==> config.mk <==
export PLATFORM = sky130hd
export DESIGN_NAME = matrix_multiply_accumulate_unit
export DESIGN_NICKNAME = d
export VERILOG_FILES = /design/src/sv/mma_pkg.sv /design/src/sv/mma_operand_store.sv /design/src/sv/mma_acc_store.sv /design/src/sv/mma_mac.sv /design/src/sv/matrix_multiply_accumulate_unit.sv
export SDC_FILE = /design/constraint.sdc
export NUM_CORES = 2
export LEC_CHECK = 0
export BUFFER_PORTS_ARGS = -buffer_cell sky130_fd_sc_hd__buf_2
export CAP_MARGIN = 25
export CORE_UTILIZATION = 55
export DETAILED_ROUTE_END_ITERATION = 16
export PLACE_DENSITY = 0.71
export SYNTH_ARGS = -nofsm -noshare
export SYNTH_HDL_FRONTEND = slang
export SYNTH_MEMORY_MAX_BITS = 65536
export SYNTH_SLANG_ARGS = --single-unit
==> constraint.sdc <==
create_clock -name clk -period 7 [get_ports clk]
set_input_delay 1.4 -clock clk [delete_from_list [all_inputs] [get_ports clk]]
set_output_delay 1.4 -clock clk [all_outputs]
set_load 0.03 [all_outputs]
==> src/sv/mma_pkg.sv <==
// Shared types, constants and helper functions for the matrix multiply-accumulate unit.
`timescale 1ns / 1ps
package mma_pkg;

  localparam int DIM_MAX   = 8;
  localparam int DEPTH     = DIM_MAX * DIM_MAX;
  localparam int DIM_W     = $clog2(DIM_MAX);
  localparam int DIM_REG_W = 4;
  localparam int IDX_W     = $clog2(DEPTH);
  localparam int ELEM_W    = 16;
  localparam int PROD_W    = 2 * ELEM_W;
  localparam int ACC_W     = 40;
  localparam int CFG_IDX_W = 2;

  // Item kinds carried in tuser
  typedef enum logic [1:0] {
    KIND_LEFT    = 2'd0,
    KIND_RIGHT   = 2'd1,
    KIND_ACC     = 2'd2,
    KIND_COMPUTE = 2'd3
  } kind_t;

  // Configuration register indexes
  localparam logic [CFG_IDX_W-1:0] CFG_ROWS_LEFT  = 2'd0;
  localparam logic [CFG_IDX_W-1:0] CFG_INNER_DIM  = 2'd1;
  localparam logic [CFG_IDX_W-1:0] CFG_COLS_RIGHT = 2'd2;

  typedef enum logic [1:0] {
    ST_IDLE,
    ST_ISSUE,
    ST_FINISH
  } state_t;

  // Operand store write request
  typedef struct packed {
    logic                     we_left;
    logic                     we_right;
    logic [IDX_W-1:0]         addr;
    logic signed [ELEM_W-1:0] data;
  } op_wr_t;

  // Multiply-accumulate pipeline controls
  typedef struct packed {
    logic first;    // accumulator read data valid: seed the running sum
    logic prod_en;  // operand read data valid: register the product
    logic add_en;   // product valid: add into the running sum
  } mac_ctrl_t;

  // Saturate a 40-bit value to the signed 16-bit range
  function automatic logic signed [ELEM_W-1:0] sat16(input logic signed [ACC_W-1:0] v);
    logic signed [ACC_W-1:0] hi;
    logic signed [ACC_W-1:0] lo;
    begin
      hi = ACC_W'(32767);
      lo = -ACC_W'(32768);
      if (v > hi) sat16 = 16'sh7FFF;
      else if (v < lo) sat16 = 16'sh8000;
      else sat16 = v[ELEM_W-1:0];
    end
  endfunction

  // Add a product to a sum and saturate to the signed 40-bit range
  function automatic logic signed [ACC_W-1:0] sat_add(input logic signed [ACC_W-1:0] s,
                                                      input logic signed [PROD_W-1:0] p);
    logic signed [ACC_W:0] t;
    begin
      t = {s[ACC_W-1], s} + (ACC_W+1)'(p);
      if (t[ACC_W] != t[ACC_W-1])
        sat_add = t[ACC_W] ? {1'b1, {(ACC_W-1){1'b0}}} : {1'b0, {(ACC_W-1){1'b1}}};
      else
        sat_add = t[ACC_W-1:0];
    end
  endfunction

  // Clamp a dimension register to 1..DIM_MAX
  function automatic logic [DIM_REG_W-1:0] clamp_dim(input logic [DIM_REG_W-1:0] d);
    begin
      if (d == '0) clamp_dim = DIM_REG_W'(1);
      else if (d > DIM_REG_W'(DIM_MAX)) clamp_dim = DIM_REG_W'(DIM_MAX);
      else clamp_dim = d;
    end
  endfunction

endpackage

==> src/sv/mma_operand_store.sv <==
// Left and right operand memories, one write port and one read port each.
`timescale 1ns / 1ps
module mma_operand_store (
  input  logic                              clk,
  input  mma_pkg::op_wr_t                   wr,
  input  logic                              rd_en,
  input  logic [mma_pkg::IDX_W-1:0]         raddr_left,
  input  logic [mma_pkg::IDX_W-1:0]         raddr_right,
  output logic signed [mma_pkg::ELEM_W-1:0] rdata_left,
  output logic signed [mma_pkg::ELEM_W-1:0] rdata_right
);
  import mma_pkg::*;

  logic signed [ELEM_W-1:0] left_mem  [DEPTH];
  logic signed [ELEM_W-1:0] right_mem [DEPTH];

  // Write ports
  always_ff @(posedge clk) begin
    if (wr.we_left) left_mem[wr.addr] <= wr.data;
    if (wr.we_right) right_mem[wr.addr] <= wr.data;
  end

  // Registered read ports
  always_ff @(posedge clk) begin
    if (rd_en) begin
      rdata_left  <= left_mem[raddr_left];
      rdata_right <= right_mem[raddr_right];
    end
  end

endmodule

==> src/sv/mma_acc_store.sv <==
// Accumulator memory with per-entry valid bits so that reset reads as zero.
`timescale 1ns / 1ps
module mma_acc_store (
  input  logic                             clk,
  input  logic                             rst,
  input  logic                             we,
  input  logic [mma_pkg::IDX_W-1:0]        waddr,
  input  logic signed [mma_pkg::ACC_W-1:0] wdata,
  input  logic                             rd_en,
  input  logic [mma_pkg::IDX_W-1:0]        raddr,
  output logic signed [mma_pkg::ACC_W-1:0] rdata
);
  import mma_pkg::*;

  logic signed [ACC_W-1:0] acc_mem [DEPTH];
  logic [DEPTH-1:0]        vld;
  logic signed [ACC_W-1:0] rd_word;
  logic                    rd_vld;

  // Data array
  always_ff @(posedge clk) begin
    if (we) acc_mem[waddr] <= wdata;
    if (rd_en) rd_word <= acc_mem[raddr];
  end

  // Valid bits, cleared at reset
  always_ff @(posedge clk) begin
    if (rst) begin
      vld    <= '0;
      rd_vld <= 1'b0;
    end else begin
      if (we) vld[waddr] <= 1'b1;
      if (rd_en) rd_vld <= vld[raddr];
    end
  end

  // Never-written entries read as zero
  assign rdata = rd_vld ? rd_word : '0;

endmodule

==> src/sv/mma_mac.sv <==
// Multiply-accumulate unit: registered 16x16 product and saturating 40-bit running sum.
`timescale 1ns / 1ps
module mma_mac (
  input  logic                              clk,
  input  mma_pkg::mac_ctrl_t                ctrl,
  input  logic signed [mma_pkg::ACC_W-1:0]  acc_in,
  input  logic signed [mma_pkg::ELEM_W-1:0] a,
  input  logic signed [mma_pkg::ELEM_W-1:0] b,
  output logic signed [mma_pkg::ACC_W-1:0]  sum
);
  import mma_pkg::*;

  logic signed [PROD_W-1:0] prod;

  // Product stage
  always_ff @(posedge clk) begin
    if (ctrl.prod_en) prod <= a * b;
  end

  // Seed from the stored entry, then add products one at a time
  always_ff @(posedge clk) begin
    if (ctrl.first) sum <= acc_in;
    else if (ctrl.add_en) sum <= sat_add(sum, prod);
  end

endmodule

==> src/sv/matrix_multiply_accumulate_unit.sv <==
// Top level of the matrix multiply-accumulate unit: sequencer, stores and result register.
//
// Input words arrive on s_tvalid/s_tready; s_tuser selects the kind: load a left
// element, load a right element, load an accumulator element, or compute. Loads are
// taken back to back while idle, with no output. A compute performs C += A * B over the
// dimensions held in the configuration registers (written through cfg_valid/cfg_ready,
// always ready) and then emits each updated C element in row-major order on
// m_tvalid/m_tready, with m_tlast on the final one.
// Each result element takes one operand read per inner step from the single read
// port of each operand memory, then the product and add stages drain before
// write-back; no new word is taken until the last result is in the output register.
// Results sit in one output register; when the receiver stalls the sequencer waits
// with the next element finished, so nothing is lost. A load word may be accepted
// while the final result of a compute is still waiting.
// Reset clears the accumulator (by valid bits, no clearing pass), sets all three
// dimensions to 8 and empties the output register. Operand memories are not cleared.
`timescale 1ns / 1ps
module matrix_multiply_accumulate_unit (
  input  logic                               clk,
  input  logic                               rst,
  input  logic                               cfg_valid,
  output logic                               cfg_ready,
  input  logic [mma_pkg::CFG_IDX_W-1:0]      cfg_index,
  input  logic [mma_pkg::DIM_REG_W-1:0]      cfg_data,
  input  logic                               s_tvalid,
  output logic                               s_tready,
  input  logic [47:0]                        s_tdata,  // elem_index[5:0], elem_value[45:6], 0
  input  logic [1:0]                         s_tuser,  // kind[1:0]
  output logic                               m_tvalid,
  input  logic                               m_tready,
  output logic [47:0]                        m_tdata,  // out_index[5:0], out_value[45:6], 0
  output logic                               m_tlast
);
  import mma_pkg::*;

  // Configuration registers
  logic [DIM_REG_W-1:0] rows_left, inner_dim, cols_right;

  // Compute sequencer
  state_t               state, state_next;
  logic [DIM_REG_W-1:0] nr, nk, nc;
  logic [DIM_W-1:0]     r, c, i;
  logic                 p1, p1_first, p2;

  // Output register
  logic                    out_valid;
  logic [IDX_W-1:0]        out_index;
  logic signed [ACC_W-1:0] out_value;
  logic                    out_last;

  // Input word fields
  kind_t                   kind;
  logic [IDX_W-1:0]        elem_index;
  logic signed [ACC_W-1:0] elem_value;
  logic                    in_acc;

  // Addresses and control
  logic [IDX_W-1:0]        a_addr, b_addr, ri;
  logic                    issue, emit, slot_free, last_inner, last_col, last_row;
  op_wr_t                  op_wr;
  mac_ctrl_t               mac_ctrl;
  logic                    acc_we;
  logic [IDX_W-1:0]        acc_waddr;
  logic signed [ACC_W-1:0] acc_wdata, acc_rdata, sum;
  logic signed [ELEM_W-1:0] a_data, b_data;

  assign kind       = kind_t'(s_tuser);
  assign elem_index = s_tdata[IDX_W-1:0];
  assign elem_value = s_tdata[IDX_W+ACC_W-1:IDX_W];

  assign cfg_ready = 1'b1;
  assign s_tready  = (state == ST_IDLE);
  assign in_acc    = s_tvalid && s_tready;

  // Configuration writes
  always_ff @(posedge clk) begin
    if (rst) begin
      rows_left  <= DIM_REG_W'(DIM_MAX);
      inner_dim  <= DIM_REG_W'(DIM_MAX);
      cols_right <= DIM_REG_W'(DIM_MAX);
    end else if (cfg_valid) begin
      case (cfg_index)
        CFG_ROWS_LEFT:  rows_left  <= cfg_data;
        CFG_INNER_DIM:  inner_dim  <= cfg_data;
        CFG_COLS_RIGHT: cols_right <= cfg_data;
        default: ;
      endcase
    end
  end

  // Flat addresses for the current step
  assign a_addr = IDX_W'(7'(r) * 7'(nk) + 7'(i));
  assign b_addr = IDX_W'(7'(i) * 7'(nc) + 7'(c));
  assign ri     = IDX_W'(7'(r) * 7'(nc) + 7'(c));

  assign last_inner = ({1'b0, i} == nk - DIM_REG_W'(1));
  assign last_col   = ({1'b0, c} == nc - DIM_REG_W'(1));
  assign last_row   = ({1'b0, r} == nr - DIM_REG_W'(1));
  assign slot_free  = !out_valid || m_tready;

  // Next state and step controls
  always_comb begin
    state_next = state;
    issue      = 1'b0;
    emit       = 1'b0;
    case (state)
      ST_IDLE: begin
        if (in_acc && kind == KIND_COMPUTE) state_next = ST_ISSUE;
      end
      ST_ISSUE: begin
        issue = 1'b1;
        if (last_inner) state_next = ST_FINISH;
      end
      ST_FINISH: begin
        if (!p1 && !p2 && slot_free) begin
          emit = 1'b1;
          state_next = (last_col && last_row) ? ST_IDLE : ST_ISSUE;
        end
      end
      default: state_next = ST_IDLE;
    endcase
  end

  // State, pipeline valids
  always_ff @(posedge clk) begin
    if (rst) begin
      state    <= ST_IDLE;
      p1       <= 1'b0;
      p1_first <= 1'b0;
      p2       <= 1'b0;
    end else begin
      state    <= state_next;
      p1       <= issue;
      p1_first <= issue && (i == '0);
      p2       <= p1;
    end
  end

  // Latch dimensions and advance the loop counters
  always_ff @(posedge clk) begin
    if (state == ST_IDLE && in_acc && kind == KIND_COMPUTE) begin
      nr <= clamp_dim(rows_left);
      nk <= clamp_dim(inner_dim);
      nc <= clamp_dim(cols_right);
      r  <= '0;
      c  <= '0;
      i  <= '0;
    end else if (issue) begin
      i <= last_inner ? '0 : i + DIM_W'(1);
    end else if (emit) begin
      if (last_col) begin
        c <= '0;
        r <= r + DIM_W'(1);
      end else begin
        c <= c + DIM_W'(1);
      end
    end
  end

  // Element loads into the operand memories
  always_comb begin
    op_wr.we_left  = in_acc && kind == KIND_LEFT;
    op_wr.we_right = in_acc && kind == KIND_RIGHT;
    op_wr.addr     = elem_index;
    op_wr.data     = sat16(elem_value);
  end

  // Accumulator writes come from loads in idle or from write-back
  always_comb begin
    acc_we    = (in_acc && kind == KIND_ACC) || emit;
    acc_waddr = emit ? ri : elem_index;
    acc_wdata = emit ? sum : elem_value;
  end

  assign mac_ctrl.first   = p1_first;
  assign mac_ctrl.prod_en = p1;
  assign mac_ctrl.add_en  = p2;

  mma_operand_store u_ops (
    .clk         (clk),
    .wr          (op_wr),
    .rd_en       (issue),
    .raddr_left  (a_addr),
    .raddr_right (b_addr),
    .rdata_left  (a_data),
    .rdata_right (b_data)
  );

  mma_acc_store u_acc (
    .clk   (clk),
    .rst   (rst),
    .we    (acc_we),
    .waddr (acc_waddr),
    .wdata (acc_wdata),
    .rd_en (issue && i == '0),
    .raddr (ri),
    .rdata (acc_rdata)
  );

  mma_mac u_mac (
    .clk    (clk),
    .ctrl   (mac_ctrl),
    .acc_in (acc_rdata),
    .a      (a_data),
    .b      (b_data),
    .sum    (sum)
  );

  // Output register: load on emit, drop when taken
  always_ff @(posedge clk) begin
    if (rst) begin
      out_valid <= 1'b0;
    end else if (emit) begin
      out_valid <= 1'b1;
    end else if (m_tready) begin
      out_valid <= 1'b0;
    end
  end

  always_ff @(posedge clk) begin
    if (emit) begin
      out_index <= ri;
      out_value <= sum;
      out_last  <= last_col && last_row;
    end
  end

  assign m_tvalid = out_valid;
  assign m_tdata  = {2'b00, out_value, out_index};
  assign m_tlast  = out_last;

endmodule

# Yosys cells after proc, flatten, opt, wreduce, memory -nomap -nowiden
# Memories as Yosys holds them, arrays and structs flattened. A register that Yosys moved wholly into a read port is not among the register bits.
# Cells that the tools add are included.
dict set report totals {
  regBits 223
  n_memories 3
  in_bits 61
  wordCells 134
  output_inout_bits 52
  ramBits 4608
}
# memory words width rd rd_clocked_by_memory_dff wr line
set mem_list {}
lappend mem_list {u_acc.acc_mem 64 40 1 1 1 mma_acc_store.sv:15} ;# logic signed [ACC_W-1:0] acc_mem [DEPTH];
lappend mem_list {u_ops.left_mem 64 16 1 1 1 mma_operand_store.sv:14} ;# logic signed [ELEM_W-1:0] left_mem [DEPTH];
lappend mem_list {u_ops.right_mem 64 16 1 1 1 mma_operand_store.sv:15} ;# logic signed [ELEM_W-1:0] right_mem [DEPTH];
dict set report classes {
  order_cmp 8
  muxes 34
  add_sub_neg 10
  n_eq_ne 14
  bitwise_logic 2
  mul 4
  n_reduce_logical 35
}
# operator count
set ops {}
lappend ops {{2-to-1 mux 40 bit} 6}
lappend ops {{bitwise OR 64 bit} 1}
lappend ops {{adder 40 x 32 -> 41 bit} 1}
lappend ops {{greater-than comparator 40 x 16 -> 1 bit, second input constant} 1}
lappend ops {{< comparator 40 x 16 -> 1 bit, second input constant} 1}
lappend ops {{multiplier 16 x 16 -> 32 bit} 1}
lappend ops {{2-to-1 mux 16 bit} 2}
lappend ops {{adder 6 x 3 -> 6 bit} 3}
lappend ops {{multiplier 3 x 4 -> 6 bit} 3}
lappend ops {{< comparator 6 x 7 -> 1 bit, second input constant} 2}
lappend ops {{2-to-1 mux 1 bit} 14}
lappend ops {{== test 3 x 4 -> 1 bit} 3}
lappend ops {{greater-than comparator 4 bit, second input constant} 3}
lappend ops {{logical AND 1 bit} 12}
lappend ops {{zero test 4 bit} 3}
lappend ops {{2-to-1 mux 4 bit} 3}
lappend ops {{subtractor 4 x 1 -> 4 bit, second input constant} 3}
lappend ops {{adder 3 x 1 -> 3 bit, second input constant} 3}
lappend ops {{== test 2 bit, second input constant} 4}
lappend ops {{AND reduction 2 bit} 4}
lappend ops {{binary-select mux 1 bit (select 6 bit)} 1}
lappend ops {{demux 1 bit (select 6 bit)} 1}
lappend ops {{== test 2 x 1 -> 1 bit, second input constant} 3}
lappend ops {{>= comparator 6 x 1 -> 1 bit, second input constant} 1}
lappend ops {{other kinds (15)} 28}

# Depth between registers and ports, before layout
dict set report logic_depth {
  ltp_word 11
  mapped_depth 24
  ltp_nobuf 23
}

# Cells and area by module
# Synthesis repeated with hierarchy kept, for this count alone.
dict set report unflattened {
  hier_cells 9876
  area_unflattened_um2 200767.6
}
# module instances seq_area_each_um2 cells_each area_per_inst_um2
set modules_own_cells {}
lappend modules_own_cells {mma_acc_store 1 79376.1 4161 100820.4}
lappend modules_own_cells {mma_operand_store 1 62459.9 3519 79501.2}
lappend modules_own_cells {mma_mac 1 2162.1 1614 15210.8}
lappend modules_own_cells {matrix_multiply_accumulate_unit 1 2312.2 582 5235.0}

# Worst setup path after synthesis
# OpenSTA, ideal clock, no wires.
dict set report synth_timing {
  kind {register to register}
  startpoint {register u_ops.rdata_right[1] (netlist name) (read register of u_ops.right_mem)}
  endpoint {register u_mac.prod[30], data pin}
  path_stages_with_launch 21
  path_buffers 1
  arrival_ns 6.004
  t_required_ns 6.742
  synth_period_minus_slack_ns 6.261
  path_slack_ns 0.739
  setup_ns 0.258
  path_cell_list {edfxtp_1 -> clkbuf_1 -> nand2_1 -> inv_1 -> fa_1 -> fa_1 -> fa_1 -> fa_1 -> fa_1 -> inv_1 -> fa_1 -> inv_1 -> ha_1 -> and4_1 -> nand2_1 -> nor2_1 -> o31a_1 -> o21a_1 -> or4_1 -> a311o_1 -> xor2_1}
}
dict set report synth_via {
  elab_chain_cells 1
}
# item line
set synth_rtl {}
lappend synth_rtl {{start: declaration} mma_operand_store.sv:10} ;# output logic signed [mma_pkg::ELEM_W-1:0] rdata_right
lappend synth_rtl {{multiplier 16 x 16 -> 32 bit} mma_mac.sv:17} ;# if (ctrl.prod_en) prod <= a * b;
lappend synth_rtl {{end signal: assignment} mma_mac.sv:17}
lappend synth_rtl {{end: declaration} mma_mac.sv:13} ;# logic signed [PROD_W-1:0] prod;
# No other way between the ends.
# A chain may end at the register's enable or synchronous reset.

# Final worst setup path
dict set report layout_timing {
  startpoint {register u_ops.rdata_left[9] (netlist name) (read register of u_ops.left_mem)}
  endpoint {register u_mac.prod[31], data pin}
}
dict set report layout_via {
  elab_chain_cells 1
}
# item line
set layout_rtl {}
lappend layout_rtl {{start: declaration} mma_operand_store.sv:9} ;# output logic signed [mma_pkg::ELEM_W-1:0] rdata_left,
lappend layout_rtl {{multiplier 16 x 16 -> 32 bit} mma_mac.sv:17}
# No other way between the ends.

==> results.md <==
- Run status: complete, no violations
- Total wirelength of the detailed-routed design: 494000 um
- Overall die area: 365000 um^2
- Critical path data required time: 7720 ps
- Total power: 103 mW
- CTS tree: built
- Classification of the worst setup path: reg2reg
- Max frequency: 148 MHz
- Crit path launch: u_ops.rdata_left[9]$_DFFE_PP_
- Part of the cycle the worst path needs: 96.4%
- Commonest non-fill, non-tap cell in the layout: edfxtp_1
- Hold Crit Class: reg2reg
- Leakage power summed over all cells: 72.0 nW
- Number of register bits inferred by synthesis: 4903
- Count of fill cells added during filler insertion: 23700
- Core box area: 360000 um^2
- Worst Setup Slack post-DPL: 219 ps
- Global-route wire length before repair: 705000 um
- RSZ-0062 raised after global routing: no
- Met1 usage: 39.4%
- Number of cells in the design after placement: 14200
- Number of enable-type register cells in the synthesized netlist: 4811
- Antenna violations before repair: 36
- Clock latency reported for the late side of the worst-skew pair: 1010 ps
- Min Hold Slack: 470 ps
- Endpoint arrival time on the critical path: 7470 ps
- Largest fanout on the critical path: 9
- Global routing met3 resource utilization: 5.37%
- Routability congestion estimate: 0.897
- Clock transition at the registers of the reported paths: 60 ps
- Sequential share of power: 33.6%
- Number of max-cap violations: 0
- Syn. warnings: 0
- Number of design rule violations left after detail routing: 0
- Post-detail-place hpwl: 292000 um
- Clock net sink count: 4903
- Via count: 98600
- Part of the power in combinational logic: 42.3%
- Kind of launch point of the worst setup path: register
- Share of final-layout standard cells stronger than drive strength 1: 27.6%
- Routed wire per std cell: 32.6 um
- Final Hold Violating Endpoints: 0
- I/O pin cnt: 113
- Largest voltage drop on the vdd net: 2050 uV
- Ys async rst share: 0%
- Clock Root Buffer: clkbuf_16
- Met2 global-route usage: 41.6%
- Average footprint of a synthesized cell: 21.2 um^2
- Total negative slack: 0 ps
- Total GRT Usage: 27.0%
- First-iteration detailed-routing DRC count: 13600
- Die span in y: 604 um
- Slew at the pin closest to its max-slew limit: 1130 ps
- Most Used Layer, Global Route: met2
- Count of pins over their slew limit: 0
- Post-synthesis instance total: 9419
- Origin of the critical flop-to-flop path: u_ops.rdata_left[9]$_DFFE_PP_
- Internal Power: 68.2 mW
- Worst rel slew slack: 23.9%
- Switching fraction of total power: 34.0%
- Number of buffers added by the clock tree synthesis step: 465
- Via count of the first global-routing pass: 99400
- Net count of the finished layout: 10500
- Sequential area share after synthesis: 73.3%
- Starting utilization of the core area: 55.4%
- Tmin final: 6750 ps
- Power density of the placed cells: 459 nW/um^2
- Netlist area before placement: 200000 um^2
- Distinct cell type count of the synthesized netlist: 72
- Final instance count without filler cells: 15100
- First-pass detailed-route iteration total: 7
- Clock Skew: 86.3 ps
- NetSw: 35.2 mW
- Maximum number of pins on one net before global-route repair: 119
- Setup-violating endpoint count in the final report: 0
- Commonest cells after routing, fill and taps aside: edfxtp_1 (4811), mux4_2 (1460), clkbuf_16 (474)
- Layout overhead on the synthesized area: 12.8%
- Count of input and output buffers: 107
- Most common flop cell mapped by yosys: edfxtp_1
- Ratio of routed vias to standard cells: 6.52
- Clk pwr share: 24.1%
- Beginning of the worst hold path: u_acc.vld[42]$_SDFFE_PP0N_
- Bufs on Longest Clock Path: 4
- Leftover overflow at the end of global routing: 0
- Setup ws final: 253 ps
- CTS H-tree lvls: 5
- Row count: 220
- Horizontal die dimension: 604 um
- Post-route antenna net violation count: 0
- Critical Path End Type: register
[critical path: stages (launching register included)]
cell and delay (ps):
edfxtp_1 560, buf_4 240, nand2_1 90, fa_1 550, inv_1 60, fa_1 490, fa_1 600, fa_1 450
fa_1 490, inv_1 50, fa_1 480, inv_1 50, ha_1 420, and4_1 270, nand2_1 70, a2111oi_1 500
a2111o_1 310, o21ai_0 200, o2111ai_1 310, a21o_1 160, a21oi_1 70, xnor2_1 120
[through the flow]
stage	utilization, %	cell area, um^2
after floorplan	-	200000
after global placement	58.0	209000
after detailed placement	58.1	209000
after CTS	62.3	224000
after global routing	62.5	225000
final	62.6	225000
[per-layer routing]
layer  routed length (um)  share of wire [%]
met2               233000                 47
met4                17700                3.6
met1               191000                 39
met3                51500                 10
met5                   96              0.019
[kinds of logic after synthesis]
group / share of synthesized area, %
DFF: 73.3
muxes: 16.7
and+or+nand+nor: 2.74
buffers and inverters: 1.61
adders and majority gates: 3.75
AOI/OAI and AO/OA: 1.48
xor gates and xnor gates: 0.446
other: 0.00376
[cells in the mapped netlist, types with 76 or more instances]
| cell type | number | area share (%) |
|---|---|---|
| and2_1 | 179 | 0.56 |
| dfxtp_1 | 92 | 0.92 |
| inv_1 | 350 | 0.66 |
| mux4_2 | 1460 | 16 |
| edfxtp_1 | 4811 | 72 |
| a211oi_1 | 76 | 0.29 |
| ha_1 | 159 | 1.0 |
| nor2_1 | 425 | 0.80 |
| fa_1 | 275 | 2.8 |
| clkbuf_1 | 327 | 0.61 |
| a21oi_1 | 109 | 0.27 |
| nand2_1 | 437 | 0.82 |
[area by class of cell]
cell class	instances	area [um^2]	share of cell area (%)
timing repair buffer	545	5370	2.39
sequential	4903	146000	65.0
inverter	350	1320	0.586
clock buffer	567	12200	5.43
clock inverter	291	2820	1.25
multi-input combinational	3692	51100	22.7
tap	4773	5970	2.65
antenna	13	32.5	0.0144
[flip-flops by register name, indices dropped and copies added (netlist names), 16 cells and up]
signal	cells
u_acc.acc_mem	2560
u_ops.left_mem	1024
u_ops.right_mem	1024
u_acc.vld	64
out_value	40
u_acc.rd_word	40
u_mac.sum	40
u_mac.prod	32
u_ops.rdata_left	16
u_ops.rdata_right	16
[timing repair]
item / in CTS / in global routing
setup buffers: 0 / 5
endpoints found under the setup margin: 0 / 3
hold buffers: 0 / 0
gates resized for setup: 0 / 1
[power groups by stage]
stage	clock network [mW]	registers, mW	logic [mW]
floorplan	0	35.2	31.9
global placement	0	35.3	42.8
detailed placement	0	35.4	43.4
CTS	25.1	34.7	43.9
global route	26.2	34.7	47.8
finish	24.9	34.7	43.7
[final timing paths]
check	cells past startpoint	slack (ps)	end
min	2	470	u_acc.vld[42]$_SDFFE_PP0N_
min reg2reg	2	470	u_acc.vld[42]$_SDFFE_PP0N_
max reg2reg	21	250	u_mac.prod[31]$_DFFE_PP_
max	21	250	u_mac.prod[31]$_DFFE_PP_
Note: power is estimated with default switching activity, not from simulation.
